## config.mk

```make
export PLATFORM = sky130hd
export DESIGN_NAME = perceptron_predict_and_train_flat
export DESIGN_NICKNAME = d
export VERILOG_FILES = /design/src/rtl/ppt_pkg.sv /design/src/rtl/ppt_ifs.sv /design/src/rtl/ppt_ctrl.sv /design/src/rtl/ppt_dpath.sv /design/src/rtl/perceptron_predict_and_train.sv /design/src/flat_wrapper.sv
export SDC_FILE = /design/constraint.sdc
export NUM_CORES = 2
export LEC_CHECK = 0
export BUFFER_PORTS_ARGS = -buffer_cell sky130_fd_sc_hd__clkbuf_2
export CAP_MARGIN = 10
export CORE_MARGIN = 3
export CORE_UTILIZATION = 50
export DETAILED_ROUTE_END_ITERATION = 6
export PLACE_DENSITY = 0.67
export SKIP_LAST_GASP = 1
export SLEW_MARGIN = 20
export SYNTH_ARGS = -nofsm -noshare
export SYNTH_HDL_FRONTEND = slang
export SYNTH_SLANG_ARGS = --single-unit
```

## constraint.sdc

```tcl
create_clock -name clk_i -period 11.4 [get_ports clk_i]
set_input_delay 1.71 -clock clk_i [delete_from_list [all_inputs] [get_ports clk_i]]
set_output_delay 1.71 -clock clk_i [all_outputs]
set_load 0.01 [all_outputs]
```

## src/rtl/ppt_pkg.sv

```systemverilog
// Package: widths, register indexes, error codes and control structs of the perceptron.
`timescale 1ns / 1ps
`default_nettype none
package ppt_pkg;

  localparam int CFG_IDX_W  = 4;
  localparam int CFG_DATA_W = 16;
  localparam int LR_W       = 12;
  localparam int CNT_CFG_W  = 4;
  localparam int WEIGHT_W   = 32;
  localparam int ERR_W      = 2;
  localparam int FEAT_FRAC  = 12;
  localparam int NUM_INPUTS = 8;

  localparam logic [LR_W-1:0]      LR_RESET = LR_W'(1638);
  localparam logic [CNT_CFG_W-1:0] IU_RESET = CNT_CFG_W'(2);

  localparam logic signed [WEIGHT_W-1:0] W_MAX = {1'b0, {(WEIGHT_W-1){1'b1}}};
  localparam logic signed [WEIGHT_W-1:0] W_MIN = {1'b1, {(WEIGHT_W-1){1'b0}}};

  // Register indexes on the configuration port
  typedef enum logic [CFG_IDX_W-1:0] {
    REG_LEARNING_RATE = 4'd0,
    REG_INPUTS_USED   = 4'd1
  } cfg_reg_e;

  // Error codes on train_error
  localparam logic [ERR_W-1:0] ERR_ZERO    = 2'b00;
  localparam logic [ERR_W-1:0] ERR_INVALID = 2'b10;

  // Commands from controller to datapath
  typedef struct packed {
    logic capture;
    logic mac_en;
    logic upd_en;
    logic sel_bias;
    logic pred_load;
    logic out_load;
  } ppt_cmd_t;

  // Status from datapath to controller
  typedef struct packed {
    logic need_upd;
  } ppt_sts_t;

endpackage
`default_nettype wire

```

## src/rtl/ppt_ifs.sv

```systemverilog
// Interfaces: input item channel, result channel and configuration write channel.
`timescale 1ns / 1ps
`default_nettype none
interface ppt_in_if #(
  parameter int FEATURE_BITS = 16
) ();
  logic                           valid;
  logic                           ready;
  logic                           req_type;
  logic                           target;
  logic signed [FEATURE_BITS-1:0] feature_0;
  logic signed [FEATURE_BITS-1:0] feature_1;
  logic signed [FEATURE_BITS-1:0] feature_2;
  logic signed [FEATURE_BITS-1:0] feature_3;
  logic signed [FEATURE_BITS-1:0] feature_4;
  logic signed [FEATURE_BITS-1:0] feature_5;
  logic signed [FEATURE_BITS-1:0] feature_6;
  logic signed [FEATURE_BITS-1:0] feature_7;

  modport source (
    output valid, req_type, target, feature_0, feature_1, feature_2, feature_3,
           feature_4, feature_5, feature_6, feature_7,
    input  ready
  );
  modport sink (
    input  valid, req_type, target, feature_0, feature_1, feature_2, feature_3,
           feature_4, feature_5, feature_6, feature_7,
    output ready
  );
endinterface

interface ppt_out_if import ppt_pkg::*; ();
  logic                    valid;
  logic                    ready;
  logic                    prediction;
  logic signed [ERR_W-1:0] train_error;
  logic                    saturated;

  modport source (output valid, prediction, train_error, saturated, input ready);
  modport sink (input valid, prediction, train_error, saturated, output ready);
endinterface

interface ppt_cfg_if import ppt_pkg::*; ();
  logic                  valid;
  logic                  ready;
  logic [CFG_IDX_W-1:0]  index;
  logic [CFG_DATA_W-1:0] data;

  modport source (output valid, index, data, input ready);
  modport sink (input valid, index, data, output ready);
endinterface
`default_nettype wire

```

## src/rtl/ppt_ctrl.sv

```systemverilog
// Controller: sequences the multiply-accumulate pass, the update pass and the result hand-off.
`timescale 1ns / 1ps
`default_nettype none
module ppt_ctrl import ppt_pkg::*; #(
  parameter int MAX_FEATURES = 8
) (
  input  logic                                clk_i,
  input  logic                                rst_ni,
  input  logic                                in_valid_i,
  output logic                                in_ready_o,
  output logic                                out_valid_o,
  input  logic                                out_ready_i,
  input  logic [$clog2(MAX_FEATURES+1)-1:0]   count_i,
  input  ppt_sts_t                            sts_i,
  output ppt_cmd_t                            cmd_o,
  output logic [((MAX_FEATURES > 1) ? $clog2(MAX_FEATURES) : 1)-1:0] idx_o
);

  localparam int CNT_W = $clog2(MAX_FEATURES + 1);
  localparam int IDX_W = (MAX_FEATURES > 1) ? $clog2(MAX_FEATURES) : 1;

  localparam logic [2:0] S_IDLE = 3'd0;
  localparam logic [2:0] S_MAC  = 3'd1;
  localparam logic [2:0] S_SUM  = 3'd2;
  localparam logic [2:0] S_PRED = 3'd3;
  localparam logic [2:0] S_UPD  = 3'd4;
  localparam logic [2:0] S_UWB  = 3'd5;
  localparam logic [2:0] S_OUT  = 3'd6;

  logic [2:0]       state_q, state_d;
  logic [CNT_W-1:0] idx_q, idx_d;
  logic [CNT_W-1:0] cnt_q, cnt_d;
  logic             out_valid_q, out_valid_d;

  // Next state and commands
  always_comb begin
    state_d      = state_q;
    idx_d        = idx_q;
    cnt_d        = cnt_q;
    cmd_o        = '0;
    cmd_o.sel_bias = (idx_q == cnt_q);
    unique case (state_q)
      S_IDLE: begin
        if (in_valid_i) begin
          cmd_o.capture = 1'b1;
          cnt_d         = count_i;
          idx_d         = '0;
          state_d       = S_MAC;
        end
      end
      S_MAC: begin
        cmd_o.mac_en = 1'b1;
        if (idx_q == cnt_q) begin
          state_d = S_SUM;
        end else begin
          idx_d = idx_q + CNT_W'(1);
        end
      end
      S_SUM: begin
        state_d = S_PRED;
      end
      S_PRED: begin
        cmd_o.pred_load = 1'b1;
        idx_d           = '0;
        state_d         = sts_i.need_upd ? S_UPD : S_OUT;
      end
      S_UPD: begin
        cmd_o.upd_en = 1'b1;
        if (idx_q == cnt_q) begin
          state_d = S_UWB;
        end else begin
          idx_d = idx_q + CNT_W'(1);
        end
      end
      S_UWB: begin
        state_d = S_OUT;
      end
      S_OUT: begin
        if (!out_valid_q || out_ready_i) begin
          cmd_o.out_load = 1'b1;
          state_d        = S_IDLE;
        end
      end
      default: begin
        state_d = S_IDLE;
      end
    endcase
  end

  // Hold the result word until the sink takes it
  always_comb begin
    if (cmd_o.out_load) begin
      out_valid_d = 1'b1;
    end else if (out_ready_i) begin
      out_valid_d = 1'b0;
    end else begin
      out_valid_d = out_valid_q;
    end
  end

  always_ff @(posedge clk_i or negedge rst_ni) begin
    if (!rst_ni) begin
      state_q     <= S_IDLE;
      idx_q       <= '0;
      cnt_q       <= '0;
      out_valid_q <= 1'b0;
    end else begin
      state_q     <= state_d;
      idx_q       <= idx_d;
      cnt_q       <= cnt_d;
      out_valid_q <= out_valid_d;
    end
  end

  assign in_ready_o  = (state_q == S_IDLE);
  assign out_valid_o = out_valid_q;
  assign idx_o       = idx_q[IDX_W-1:0];

endmodule
`default_nettype wire

```

## src/rtl/ppt_dpath.sv

```systemverilog
// Datapath: weight store, shared multiplier, accumulator, saturating update and result register.
`timescale 1ns / 1ps
`default_nettype none
module ppt_dpath import ppt_pkg::*; #(
  parameter int MAX_FEATURES = 8,
  parameter int FEATURE_BITS = 16
) (
  input  logic                                clk_i,
  input  logic                                rst_ni,
  input  ppt_cmd_t                            cmd_i,
  input  logic [((MAX_FEATURES > 1) ? $clog2(MAX_FEATURES) : 1)-1:0] idx_i,
  input  logic [LR_W-1:0]                     eta_i,
  input  logic                                req_type_i,
  input  logic                                target_i,
  input  logic signed [FEATURE_BITS-1:0]      feat_i [NUM_INPUTS],
  output ppt_sts_t                            sts_o,
  output logic                                pred_o,
  output logic signed [ERR_W-1:0]             err_o,
  output logic                                sat_o
);

  localparam int IDX_W = (MAX_FEATURES > 1) ? $clog2(MAX_FEATURES) : 1;
  // Operand b must hold the bias scale 2^FEAT_FRAC as a signed value
  localparam int OPW   = (FEATURE_BITS > FEAT_FRAC + 1) ? FEATURE_BITS : FEAT_FRAC + 2;
  localparam int PW    = WEIGHT_W + OPW;
  localparam int ACC_W = PW + 4;
  localparam int SUM_W = PW + 2;

  localparam logic signed [OPW-1:0] BIAS_SCALE = OPW'(1 << FEAT_FRAC);

  logic signed [FEATURE_BITS-1:0] feat_q [MAX_FEATURES];
  logic                           train_q;
  logic                           target_q;
  logic signed [WEIGHT_W-1:0]     w_q [MAX_FEATURES];
  logic signed [WEIGHT_W-1:0]     bias_q;

  logic signed [WEIGHT_W-1:0]     op_a;
  logic signed [OPW-1:0]          op_b;
  logic signed [WEIGHT_W-1:0]     base_d;
  logic signed [PW-1:0]           prod_d;

  logic signed [PW-1:0]           prod_q;
  logic signed [WEIGHT_W-1:0]     base_q;
  logic                           prod_vld_q;
  logic                           prod_upd_q;
  logic                           prod_bias_q;
  logic [IDX_W-1:0]               prod_idx_q;

  logic signed [ACC_W-1:0]        acc_q;
  logic                           pred_now;
  logic signed [ERR_W-1:0]        err_now;
  logic                           pred_q;
  logic signed [ERR_W-1:0]        err_q;
  logic                           sat_q;

  logic signed [SUM_W-1:0]        step;
  logic signed [SUM_W-1:0]        sum;
  logic signed [WEIGHT_W-1:0]     new_w;
  logic                           clip;

  logic                           out_pred_q;
  logic signed [ERR_W-1:0]        out_err_q;
  logic                           out_sat_q;

  // Capture the item
  always_ff @(posedge clk_i) begin
    if (cmd_i.capture) begin
      for (int i = 0; i < MAX_FEATURES; i++) begin
        feat_q[i] <= feat_i[i];
      end
      train_q  <= req_type_i;
      target_q <= target_i;
    end
  end

  // Select multiplier operands: weight or bias, or eta on update, times feature or bias scale
  always_comb begin
    base_d = cmd_i.sel_bias ? bias_q : w_q[idx_i];
    op_b   = cmd_i.sel_bias ? BIAS_SCALE : OPW'(feat_q[idx_i]);
    if (cmd_i.upd_en) begin
      op_a = signed'({{(WEIGHT_W-LR_W){1'b0}}, eta_i});
    end else begin
      op_a = base_d;
    end
    prod_d = PW'(op_a) * PW'(op_b);
  end

  // Product register
  always_ff @(posedge clk_i) begin
    prod_q      <= prod_d;
    base_q      <= base_d;
    prod_upd_q  <= cmd_i.upd_en;
    prod_bias_q <= cmd_i.sel_bias;
    prod_idx_q  <= idx_i;
  end

  always_ff @(posedge clk_i or negedge rst_ni) begin
    if (!rst_ni) begin
      prod_vld_q <= 1'b0;
    end else begin
      prod_vld_q <= cmd_i.mac_en | cmd_i.upd_en;
    end
  end

  // Accumulate the weighted sum
  always_ff @(posedge clk_i) begin
    if (cmd_i.capture) begin
      acc_q <= '0;
    end else if (prod_vld_q && !prod_upd_q) begin
      acc_q <= acc_q + ACC_W'(prod_q);
    end
  end

  // Decide the class and the error
  always_comb begin
    pred_now        = ~acc_q[ACC_W-1];
    err_now         = train_q ? (ERR_W'({1'b0, target_q}) - ERR_W'({1'b0, pred_now})) : ERR_ZERO;
    sts_o.need_upd  = train_q && (target_q != pred_now);
  end

  always_ff @(posedge clk_i) begin
    if (cmd_i.pred_load) begin
      pred_q <= pred_now;
      err_q  <= err_now;
    end
  end

  // Apply the error sign and saturate the new weight
  always_comb begin
    step = SUM_W'(prod_q);
    if (err_q[ERR_W-1]) begin
      step = -step;
    end
    sum  = SUM_W'(base_q) + step;
    clip = 1'b0;
    priority if (sum > SUM_W'(W_MAX)) begin
      new_w = W_MAX;
      clip  = 1'b1;
    end else if (sum < SUM_W'(W_MIN)) begin
      new_w = W_MIN;
      clip  = 1'b1;
    end else begin
      new_w = sum[WEIGHT_W-1:0];
    end
  end

  // Write back weights and bias
  always_ff @(posedge clk_i or negedge rst_ni) begin
    if (!rst_ni) begin
      for (int i = 0; i < MAX_FEATURES; i++) begin
        w_q[i] <= '0;
      end
      bias_q <= '0;
    end else if (prod_vld_q && prod_upd_q) begin
      if (prod_bias_q) begin
        bias_q <= new_w;
      end else begin
        w_q[prod_idx_q] <= new_w;
      end
    end
  end

  // Sticky clip flag for the current item
  always_ff @(posedge clk_i) begin
    if (cmd_i.capture) begin
      sat_q <= 1'b0;
    end else if (prod_vld_q && prod_upd_q && clip) begin
      sat_q <= 1'b1;
    end
  end

  // Result register
  always_ff @(posedge clk_i) begin
    if (cmd_i.out_load) begin
      out_pred_q <= pred_q;
      out_err_q  <= err_q;
      out_sat_q  <= sat_q;
    end
  end

  assign pred_o = out_pred_q;
  assign err_o  = out_err_q;
  assign sat_o  = out_sat_q;

endmodule
`default_nettype wire

```

## src/rtl/perceptron_predict_and_train.sv

```systemverilog
// Single-layer fixed-point perceptron: predicts a class per item and trains on request.
// Each item takes one multiply per used feature plus one for the bias through a single
// shared 32-bit multiplier, with n = min(inputs_used, MAX_FEATURES) features used. A
// predict item, or a train item that is already classified right, raises its result
// after that pass, and the next word is accepted only once that result is loaded. A
// train item that misclassifies runs a second pass over the same multiplier before its
// result is raised and the next word is taken. A result that still waits in the output
// register holds the block before the hand-off for as long as the sink stalls; once it
// is taken the next word is accepted while the new result waits. Weights and bias are
// signed Q7.24 and reset to zero; the user must write configuration only while the
// block is idle, which the block itself does not enforce.
`timescale 1ns / 1ps
`default_nettype none
module perceptron_predict_and_train import ppt_pkg::*; #(
  parameter int MAX_FEATURES = 8,
  parameter int FEATURE_BITS = 16
) (
  input  logic       clk_i,
  input  logic       rst_ni,
  ppt_cfg_if.sink    cfg_i,
  ppt_in_if.sink     item_i,
  ppt_out_if.source  result_o
);

  localparam int CNT_W = $clog2(MAX_FEATURES + 1);
  localparam int IDX_W = (MAX_FEATURES > 1) ? $clog2(MAX_FEATURES) : 1;

  logic [LR_W-1:0]                lr_q;
  logic [CNT_CFG_W-1:0]           iu_q;
  logic [CNT_W-1:0]               count;
  logic signed [FEATURE_BITS-1:0] feat [NUM_INPUTS];
  ppt_cmd_t                       cmd;
  ppt_sts_t                       sts;
  logic [IDX_W-1:0]               idx;

  // Configuration registers
  assign cfg_i.ready = 1'b1;

  always_ff @(posedge clk_i or negedge rst_ni) begin
    if (!rst_ni) begin
      lr_q <= LR_RESET;
      iu_q <= IU_RESET;
    end else if (cfg_i.valid) begin
      if (cfg_i.index == REG_LEARNING_RATE) begin
        lr_q <= cfg_i.data[LR_W-1:0];
      end else if (cfg_i.index == REG_INPUTS_USED) begin
        iu_q <= cfg_i.data[CNT_CFG_W-1:0];
      end
    end
  end

  // Clamp the feature count to the weight store
  assign count = (iu_q > CNT_CFG_W'(MAX_FEATURES)) ? CNT_W'(MAX_FEATURES) : CNT_W'(iu_q);

  assign feat[0] = item_i.feature_0;
  assign feat[1] = item_i.feature_1;
  assign feat[2] = item_i.feature_2;
  assign feat[3] = item_i.feature_3;
  assign feat[4] = item_i.feature_4;
  assign feat[5] = item_i.feature_5;
  assign feat[6] = item_i.feature_6;
  assign feat[7] = item_i.feature_7;

  ppt_ctrl #(
    .MAX_FEATURES (MAX_FEATURES)
  ) u_ctrl (
    .clk_i       (clk_i),
    .rst_ni      (rst_ni),
    .in_valid_i  (item_i.valid),
    .in_ready_o  (item_i.ready),
    .out_valid_o (result_o.valid),
    .out_ready_i (result_o.ready),
    .count_i     (count),
    .sts_i       (sts),
    .cmd_o       (cmd),
    .idx_o       (idx)
  );

  ppt_dpath #(
    .MAX_FEATURES (MAX_FEATURES),
    .FEATURE_BITS (FEATURE_BITS)
  ) u_dpath (
    .clk_i      (clk_i),
    .rst_ni     (rst_ni),
    .cmd_i      (cmd),
    .idx_i      (idx),
    .eta_i      (lr_q),
    .req_type_i (item_i.req_type),
    .target_i   (item_i.target),
    .feat_i     (feat),
    .sts_o      (sts),
    .pred_o     (result_o.prediction),
    .err_o      (result_o.train_error),
    .sat_o      (result_o.saturated)
  );

endmodule
`default_nettype wire

```

## src/flat_wrapper.sv

```systemverilog
// flat-port wrapper written by rule: the top's interface ports become plain ports
module perceptron_predict_and_train_flat import ppt_pkg::*;
#(
  parameter int MAX_FEATURES = 8,
  parameter int FEATURE_BITS = 16
)
  (clk_i, rst_ni, cfg_i_valid, cfg_i_index, cfg_i_data, cfg_i_ready, item_i_valid, item_i_req_type, item_i_target, item_i_feature_0, item_i_feature_1, item_i_feature_2, item_i_feature_3, item_i_feature_4, item_i_feature_5, item_i_feature_6, item_i_feature_7, item_i_ready, result_o_valid, result_o_prediction, result_o_train_error, result_o_saturated, result_o_ready);
  ppt_cfg_if cfg_i_i ();
  ppt_in_if #(.FEATURE_BITS(FEATURE_BITS)) item_i_i ();
  ppt_out_if result_o_i ();
  input  logic clk_i;
  input  logic rst_ni;
  input wire logic [$bits(cfg_i_i.valid)-1:0] cfg_i_valid;
  input wire logic [$bits(cfg_i_i.index)-1:0] cfg_i_index;
  input wire logic [$bits(cfg_i_i.data)-1:0] cfg_i_data;
  output wire logic [$bits(cfg_i_i.ready)-1:0] cfg_i_ready;
  input wire logic [$bits(item_i_i.valid)-1:0] item_i_valid;
  input wire logic [$bits(item_i_i.req_type)-1:0] item_i_req_type;
  input wire logic [$bits(item_i_i.target)-1:0] item_i_target;
  input wire logic [$bits(item_i_i.feature_0)-1:0] item_i_feature_0;
  input wire logic [$bits(item_i_i.feature_1)-1:0] item_i_feature_1;
  input wire logic [$bits(item_i_i.feature_2)-1:0] item_i_feature_2;
  input wire logic [$bits(item_i_i.feature_3)-1:0] item_i_feature_3;
  input wire logic [$bits(item_i_i.feature_4)-1:0] item_i_feature_4;
  input wire logic [$bits(item_i_i.feature_5)-1:0] item_i_feature_5;
  input wire logic [$bits(item_i_i.feature_6)-1:0] item_i_feature_6;
  input wire logic [$bits(item_i_i.feature_7)-1:0] item_i_feature_7;
  output wire logic [$bits(item_i_i.ready)-1:0] item_i_ready;
  output wire logic [$bits(result_o_i.valid)-1:0] result_o_valid;
  output wire logic [$bits(result_o_i.prediction)-1:0] result_o_prediction;
  output wire logic [$bits(result_o_i.train_error)-1:0] result_o_train_error;
  output wire logic [$bits(result_o_i.saturated)-1:0] result_o_saturated;
  input wire logic [$bits(result_o_i.ready)-1:0] result_o_ready;
  assign cfg_i_i.valid = cfg_i_valid;
  assign cfg_i_i.index = cfg_i_index;
  assign cfg_i_i.data = cfg_i_data;
  assign cfg_i_ready = cfg_i_i.ready;
  assign item_i_i.valid = item_i_valid;
  assign item_i_i.req_type = item_i_req_type;
  assign item_i_i.target = item_i_target;
  assign item_i_i.feature_0 = item_i_feature_0;
  assign item_i_i.feature_1 = item_i_feature_1;
  assign item_i_i.feature_2 = item_i_feature_2;
  assign item_i_i.feature_3 = item_i_feature_3;
  assign item_i_i.feature_4 = item_i_feature_4;
  assign item_i_i.feature_5 = item_i_feature_5;
  assign item_i_i.feature_6 = item_i_feature_6;
  assign item_i_i.feature_7 = item_i_feature_7;
  assign item_i_ready = item_i_i.ready;
  assign result_o_valid = result_o_i.valid;
  assign result_o_prediction = result_o_i.prediction;
  assign result_o_train_error = result_o_i.train_error;
  assign result_o_saturated = result_o_i.saturated;
  assign result_o_i.ready = result_o_ready;
  perceptron_predict_and_train #(.MAX_FEATURES(MAX_FEATURES), .FEATURE_BITS(FEATURE_BITS)) u_core (.clk_i(clk_i), .rst_ni(rst_ni), .cfg_i(cfg_i_i), .item_i(item_i_i), .result_o(result_o_i));
endmodule
```

# Yosys cells after proc, flatten, opt, wreduce, memory -nomap -nowiden
# Memory sizes are Yosys's and may differ from the RTL's.
# Cells that the tools add are included.
[totals]
out_inout_bits = 7
elab_cells = 118
ramBits = 128
regBits = 464
n_memories = 1
input_bits = 155
[memory_table]
columns = ["memory", "depth", "width", "read_ports", "rd_clocked_by_memory_dff", "wr", "line_no", "rtl"]
rows = [
  ["u_core.u_dpath.feat_q", 8, 16, 1, 0, 8, "ppt_dpath.sv:31", "logic signed [FEATURE_BITS-1:0] feat_q [MAX_FEATURES];"],
]
[classes]
reduce_logical = 20
muxes = 35
n_eq_ne = 14
bitwise_logic = 6
n_addsub = 5
n_lt_le_gt_ge = 6
n_mul = 1
[ops]
columns = ["cell", "n"]
rows = [
  ["256-bit bitwise mux", 1],
  ["32-bit two-way mux", 7],
  ["32-bit binary-select mux with 3-bit select", 1],
  ["32-bit demux with 3-bit select", 1],
  ["52-bit by 48-bit adder with 52-bit output", 1],
  ["32-bit by 50-bit adder with 50-bit output", 1],
  ["50-bit by 32-bit > comparator with 1-bit output (second input constant)", 1],
  ["50-bit by 32-bit less-than comparator with 1-bit output (second input constant)", 1],
  ["50-bit two-way mux", 1],
  ["48-bit negator with 50-bit output", 1],
  ["32-bit by 16-bit multiplier with 48-bit output", 1],
  ["3-bit case mux with 7 select lines", 1],
  ["16-bit two-way mux", 1],
  ["1-bit two-way mux", 13],
  ["3-bit two-way mux", 4],
  ["4-bit two-way mux", 3],
  ["4-bit case mux with 3 select lines", 1],
  ["2-bit inequality test (second input constant)", 5],
  ["3-bit equality test (second input constant)", 3],
  ["4-bit greater-or-equal comparator (second input constant)", 2],
  ["3-bit inverter with 4-bit output", 2],
  ["2-bit AND reduction", 4],
  ["3-bit by 2-bit equality test with 1-bit output (second input constant)", 2],
  ["3-bit AND reduction", 2],
  ["other kinds (20)", 27],
]

# Logic depth before layout (Yosys ltp)
[logic_depth]
ltp_word = 7
ltp_mapped = 34

# Cells and area by module
# From an unflattened synthesis, not the netlist that was laid out.
[unflattened]
hier_cells = 5077
area_unflattened_um2 = 49387.4
[by_module_without_submodules]
columns = ["module", "cells_each", "n_inst", "area_per_inst_um2", "seq_area_each_um2"]
rows = [
  ["ppt_dpath", 4961, 1, 47971.0, 14108.5],
  ["ppt_ctrl", 74, 1, 730.7, 300.3],
  ["perceptron_predict_and_train", 42, 1, 685.7, 409.1],
]

# Worst setup path before layout
# OpenSTA, ideal clock, no wires.
[synth_path]
kind = "register to register"
from = "reg u_core.u_ctrl.idx_q[0]"
to = "reg u_core.u_dpath.prod_q[40]"
stages_incl_launch_ff = 32
setup_time_ns = 0.127
n_path_buf = 5
arrival_ns = 8.710
required_ns = 11.273
slack_ns = 2.563
period_less_slack_ns = 8.837
path_cell_list = "dfrtp_1 > clkbuf_1 > clkbuf_1 > buf_1 > mux4_2 > mux2i_1 > or2_2 > clkbuf_1 > clkbuf_1 > nor2_1 > fa_1 > inv_1 > fa_1 > fa_1 > inv_1 > fa_1 > fa_1 > inv_1 > fa_1 > inv_1 > ha_1 > a21o_1 > a21o_1 > a21oi_1 > o21ai_0 > a31oi_1 > o31a_1 > o21ai_0 > a311o_1 > a31oi_1 > o21ai_0 > xor2_1"
[synth_via]
elab_chain_len = 7
word_cells_on_any_way = 10
[synth_lines]
columns = ["item", "line_no", "rtl"]
rows = [
  ["start: declaration", "ppt_ctrl.sv:31", "logic [CNT_W-1:0] idx_q, idx_d;"],
  ["start signal: assignment", "ppt_ctrl.sv:109", "idx_q <= idx_d;"],
  ["3-bit inverter with 4-bit output (implied by the code)", "ppt_dpath.sv:78", "base_d = cmd_i.sel_bias ? bias_q : w_q[idx_i];"],
  ["32-bit binary-select mux with 3-bit select", "ppt_dpath.sv:78", ""],
  ["32-bit two-way mux (implied by the code) (2 in series)", "ppt_dpath.sv:78", ""],
  ["32-bit two-way mux", "ppt_dpath.sv:78", ""],
  ["32-bit two-way mux", "ppt_dpath.sv:80", "if (cmd_i.upd_en) begin"],
  ["32-bit by 16-bit multiplier with 48-bit output *", "ppt_dpath.sv:85", "prod_d = PW'(op_a) * PW'(op_b);"],
  ["via u_core.u_dpath.prod_d[40]", "ppt_dpath.sv:40", "logic signed [PW-1:0] prod_d;"],
  ["end signal: assignment", "ppt_dpath.sv:90", "prod_q <= prod_d;"],
  ["end: declaration", "ppt_dpath.sv:42", "logic signed [PW-1:0] prod_q;"],
]
# Mark *: on every way through the listed nets, which the timed path passes. The rest lies on a longest branch. The select of a mux whose other input is x is not followed.
# A chain may end at the register's enable or synchronous reset.

# Worst setup path in the final report
[layout_path]
from = "reg u_core.u_ctrl.idx_q[1]"
to = "reg u_core.u_dpath.prod_q[40]"
[layout_via]
elab_chain_len = 7
word_cells_on_any_way = 10
[layout_lines]
columns = ["item", "line_no", "rtl"]
rows = [
  ["3-bit inverter with 4-bit output (implied by the code)", "ppt_dpath.sv:78", ""],
  ["32-bit binary-select mux with 3-bit select", "ppt_dpath.sv:78", ""],
  ["32-bit two-way mux (implied by the code) (2 in series)", "ppt_dpath.sv:78", ""],
  ["32-bit two-way mux *", "ppt_dpath.sv:78", ""],
  ["via u_core.u_dpath.base_d[10]", "ppt_dpath.sv:39", "logic signed [WEIGHT_W-1:0] base_d;"],
  ["32-bit two-way mux *", "ppt_dpath.sv:80", ""],
  ["32-bit by 16-bit multiplier with 48-bit output *", "ppt_dpath.sv:85", ""],
  ["via u_core.u_dpath.prod_d[40]", "ppt_dpath.sv:40", ""],
]
# Marked as above.

==> key figures <==
Outcome
  – Status: complete, no violations

Worst setup path
  – Slowest CP cell: dfrtp_4
  – FF-to-FF setup slack: 1.49 ns
  – Worst Path Required: 11.92 ns
  – Cell mode on critical path: fa_1
  – Critical path class: flop to flop
  – Critical Path End: u_core.u_dpath.prod_q[40]$_DFF_P_
  – CP Max Fanout: 52
  – Critical path launch point type: flop
  – Crit. Startpoint: u_core.u_ctrl.idx_q[1]$_DFFE_PN0P_
  – CP Capture Type: flop
  – R2R Path Start: u_core.u_ctrl.idx_q[1]$_DFFE_PN0P_
  – Reg-to-reg critical path endpoint: u_core.u_dpath.prod_q[40]$_DFF_P_
  – R2R cell count: 30
  – CP Data Arrival Time: 10.43 ns
  – Crit path largest cell delay: roughly 0.84 ns

Logic synthesis
  – Mapped cell area: 48,740 um^2
  – YS warnings: 0
  – Share of the synthesized area in the top cell type: 0.2008
  – Synth area leader: fa_1
  – Synth cell count leaders: nand2_1, inv_1, fa_1
  – Library cells used by synthesis: 90
  – Sequential fraction of the synthesis area: 0.3040
  – Synth Area per Inst: 9.696 um^2
  – Ys flop type: dfrtp_1
  – Post-synth EDFFs: 137
  – Top cells by area in the synthesized netlist: fa_1, dfrtp_1, edfxtp_1
  – Mapped Cells: 5,027
  – Asr flop ratio synth: 0.5355
  – #FFs+latches synth: around 590
  – Synthesized Nets: 5,887
  – Most numerous cell in the Yosys netlist: nand2_1

Timing
  – Period minus WS final: 9.910 ns
  – Slew HR: 0.1783
  – Final hold vios: 0
  – Setup Skew: 0.05433 ns
  – Fmax: just over 0.1 GHz
  – Final worst-path cycle share: 0.8693
  – RSZ-0062 raised after global routing: no
  – Final TNS setup: 0 ns
  – Final Max Slew Viols: 0
  – Slew @ Worst Pin: 1.220 ns
  – Final setup vio count: 0

Route
  – Residual DRC count: 0
  – Drt pass-1 iters: 6
  – Final ANT Viol Nets: 0
  – Starting DRT DRC Count: roughly 3,600
  – Total Wirelength: 139.8 mm
  – Average wire per standard cell: 21.94 um
  – Vias per cell: 5.937
  – Via count: 37,820

Floorplanning
  – IO Pins: between 150 and 200
  – Starting density of the core: 0.5085
  – Row cnt: 113
  – Die H: 318.2 um
  – Die Wd: between 300 and 400 um
  – Die area: 101,300 um^2
  – Core area: 95,860 um^2

Clock tree
  – Clock-pin transition on the worst setup and hold timing paths: 0.06 ns
  – CTS tree: done
  – CTS buffer count: 67
  – Max Root-Sink Buffers: 3
  – Clk sinks: 592
  – Post-CTS Resized: 0
  – Setup Fix Bufs, Post-CTS: 0
  – H-tree levels: 3
  – Hold buffer count at cts: 0
  – CTS root buf: clkbuf_16
  – Worst skew pair latency: 0.67 ns

GRT
  – Met3 Use GR: 0.05663
  – Grt peak-use layer: met2
  – Remaining Overflow, GRT: 0
  – Largest net degree at the start of global routing: 100
  – Initial antenna violation count: 5
  – Vias in the first global route: 37,677
  – Total GRT Usage: 0.2786
  – Global-route wire length before repair: 220.7 mm
  – GR Util met1: 0.4052
  – M2 GR Usage: 0.4100

Finish
  – Area growth syn-to-layout: 8.314%
  – Share of layout cells above drive strength 1: 0.1109
  – Multi-input gate area: ~30,000 um^2
  – # fillers: ~8,500
  – Register area: 14,830 um^2
  – Final nets: 5,914

Place
  – Input/output buffers: 156
  – Post-DP HPWL: 103.6 mm
  – Routability cong.: 0.9711

Hold path
  – Beginning of the worst hold path: u_core.u_dpath.pred_q$_DFFE_PP_
  – HP Class: flop to flop

Run
  – Maxcap violations: 0
[cells by family after synthesis]
kind of cell,synth area share
DFF,0.3040
muxes,0.05983
buffers and inverters,0.07221
other,0.00007693
xor gates and xnor gates,0.03270
adders and majority gates,0.2563
AOI/OAI and AO/OA,0.1342
and+or+nand+nor,0.1407
[worst min path at each step]
stage,to,slack (ns),cells after the start
after floorplan,u_core.u_dpath.prod_idx_q[2]$_DFF_P_,0.35,0
after global placement,u_core.u_dpath.pred_o$_DFFE_PP_,0.40,0
after detailed placement,u_core.u_dpath.pred_o$_DFFE_PP_,0.41,0
after CTS,u_core.u_dpath.pred_o$_DFFE_PP_,0.42,0
after global routing,u_core.u_dpath.pred_o$_DFFE_PP_,0.43,0
final,u_core.u_dpath.pred_o$_DFFE_PP_,0.42,0
[layer usage]
layer	up-vias	part of all wire
met5	-	0.00019
met4	4	0.044
met3	265	0.094
met2	1745	0.43
met1	18723	0.43
li1	17083	-
[through the flow]
stage	hold slack (ns)	utilization	cells	area [um^2]	worst slack, ns
floorplan	0.3454	-	5027	48740	2.563
global placement	0.4026	0.5290	6250	50710	1.664
detailed placement	0.4061	0.5290	6250	50710	1.572
CTS	0.4203	0.5507	6369	52790	1.584
global route	0.4345	0.5507	6369	52790	1.019
finish	0.4204	0.5508	6370	52800	1.490
[critical path, delay by kind of cell (launching register included)]
family                   cells  cell delay [ns]
XOR/XNOR                     2             0.34
AO/OA/AOI/OAI               12             3.29
flip-flops                   1             0.84
adder cells (fa/ha/maj)      7             3.49
buffers and inverters        6             1.20
AND/OR/NAND/NOR              3             0.59
[sequential cells by signal, summed over array words and instances, names as in the netlist, 2 cells and up]
register,count
u_core.iu_q,4
u_core.lr_q,12
u_core.u_ctrl.cnt_q,4
u_core.u_ctrl.idx_q,4
u_core.u_ctrl.state_q,3
u_core.u_dpath.acc_q,52
u_core.u_dpath.base_q,32
u_core.u_dpath.bias_q,32
u_core.u_dpath.err_o,2
u_core.u_dpath.err_q,2
u_core.u_dpath.feat_q,128
u_core.u_dpath.prod_idx_q,3
u_core.u_dpath.prod_q,48
u_core.u_dpath.w_q,256
[placed cells by master (no fill, tap or decap), types with 32 or more instances in the layout]
cell / instances
ha_1: 216
dfrtp_1: 307
nor2_1: 385
nor3_1: 52
nand3_1: 52
nand4_1: 32
edfxtp_1: 137
and2_1: 42
o21ai_0: 156
xor2_1: 46
inv_1: 605
fa_1: 489
buf_4: 85
clkbuf_16: 67
mux4_2: 96
o31ai_1: 104
and3_1: 34
mux2i_1: 44
dfxtp_1: 138
nand2_1: 766
clkbuf_2: 157
nand2b_1: 49
xnor2_1: 135
o21a_1: 32
a21oi_1: 205
a21o_1: 72
o41ai_1: 189
[cell type report]
type	count	share of cell area
antenna	1	0.00004740
clock buffer	94	0.03493
clock inverter	25	0.004455
inverter	607	0.04325
multi-input combinational	3540	0.5777
sequential	592	0.2809
tap	1265	0.02998
timing repair buffer	246	0.02879
Power is left out: the tool's default activity adds up to more than one toggle a clock period on the data nets, which glitch-free logic cannot reach.
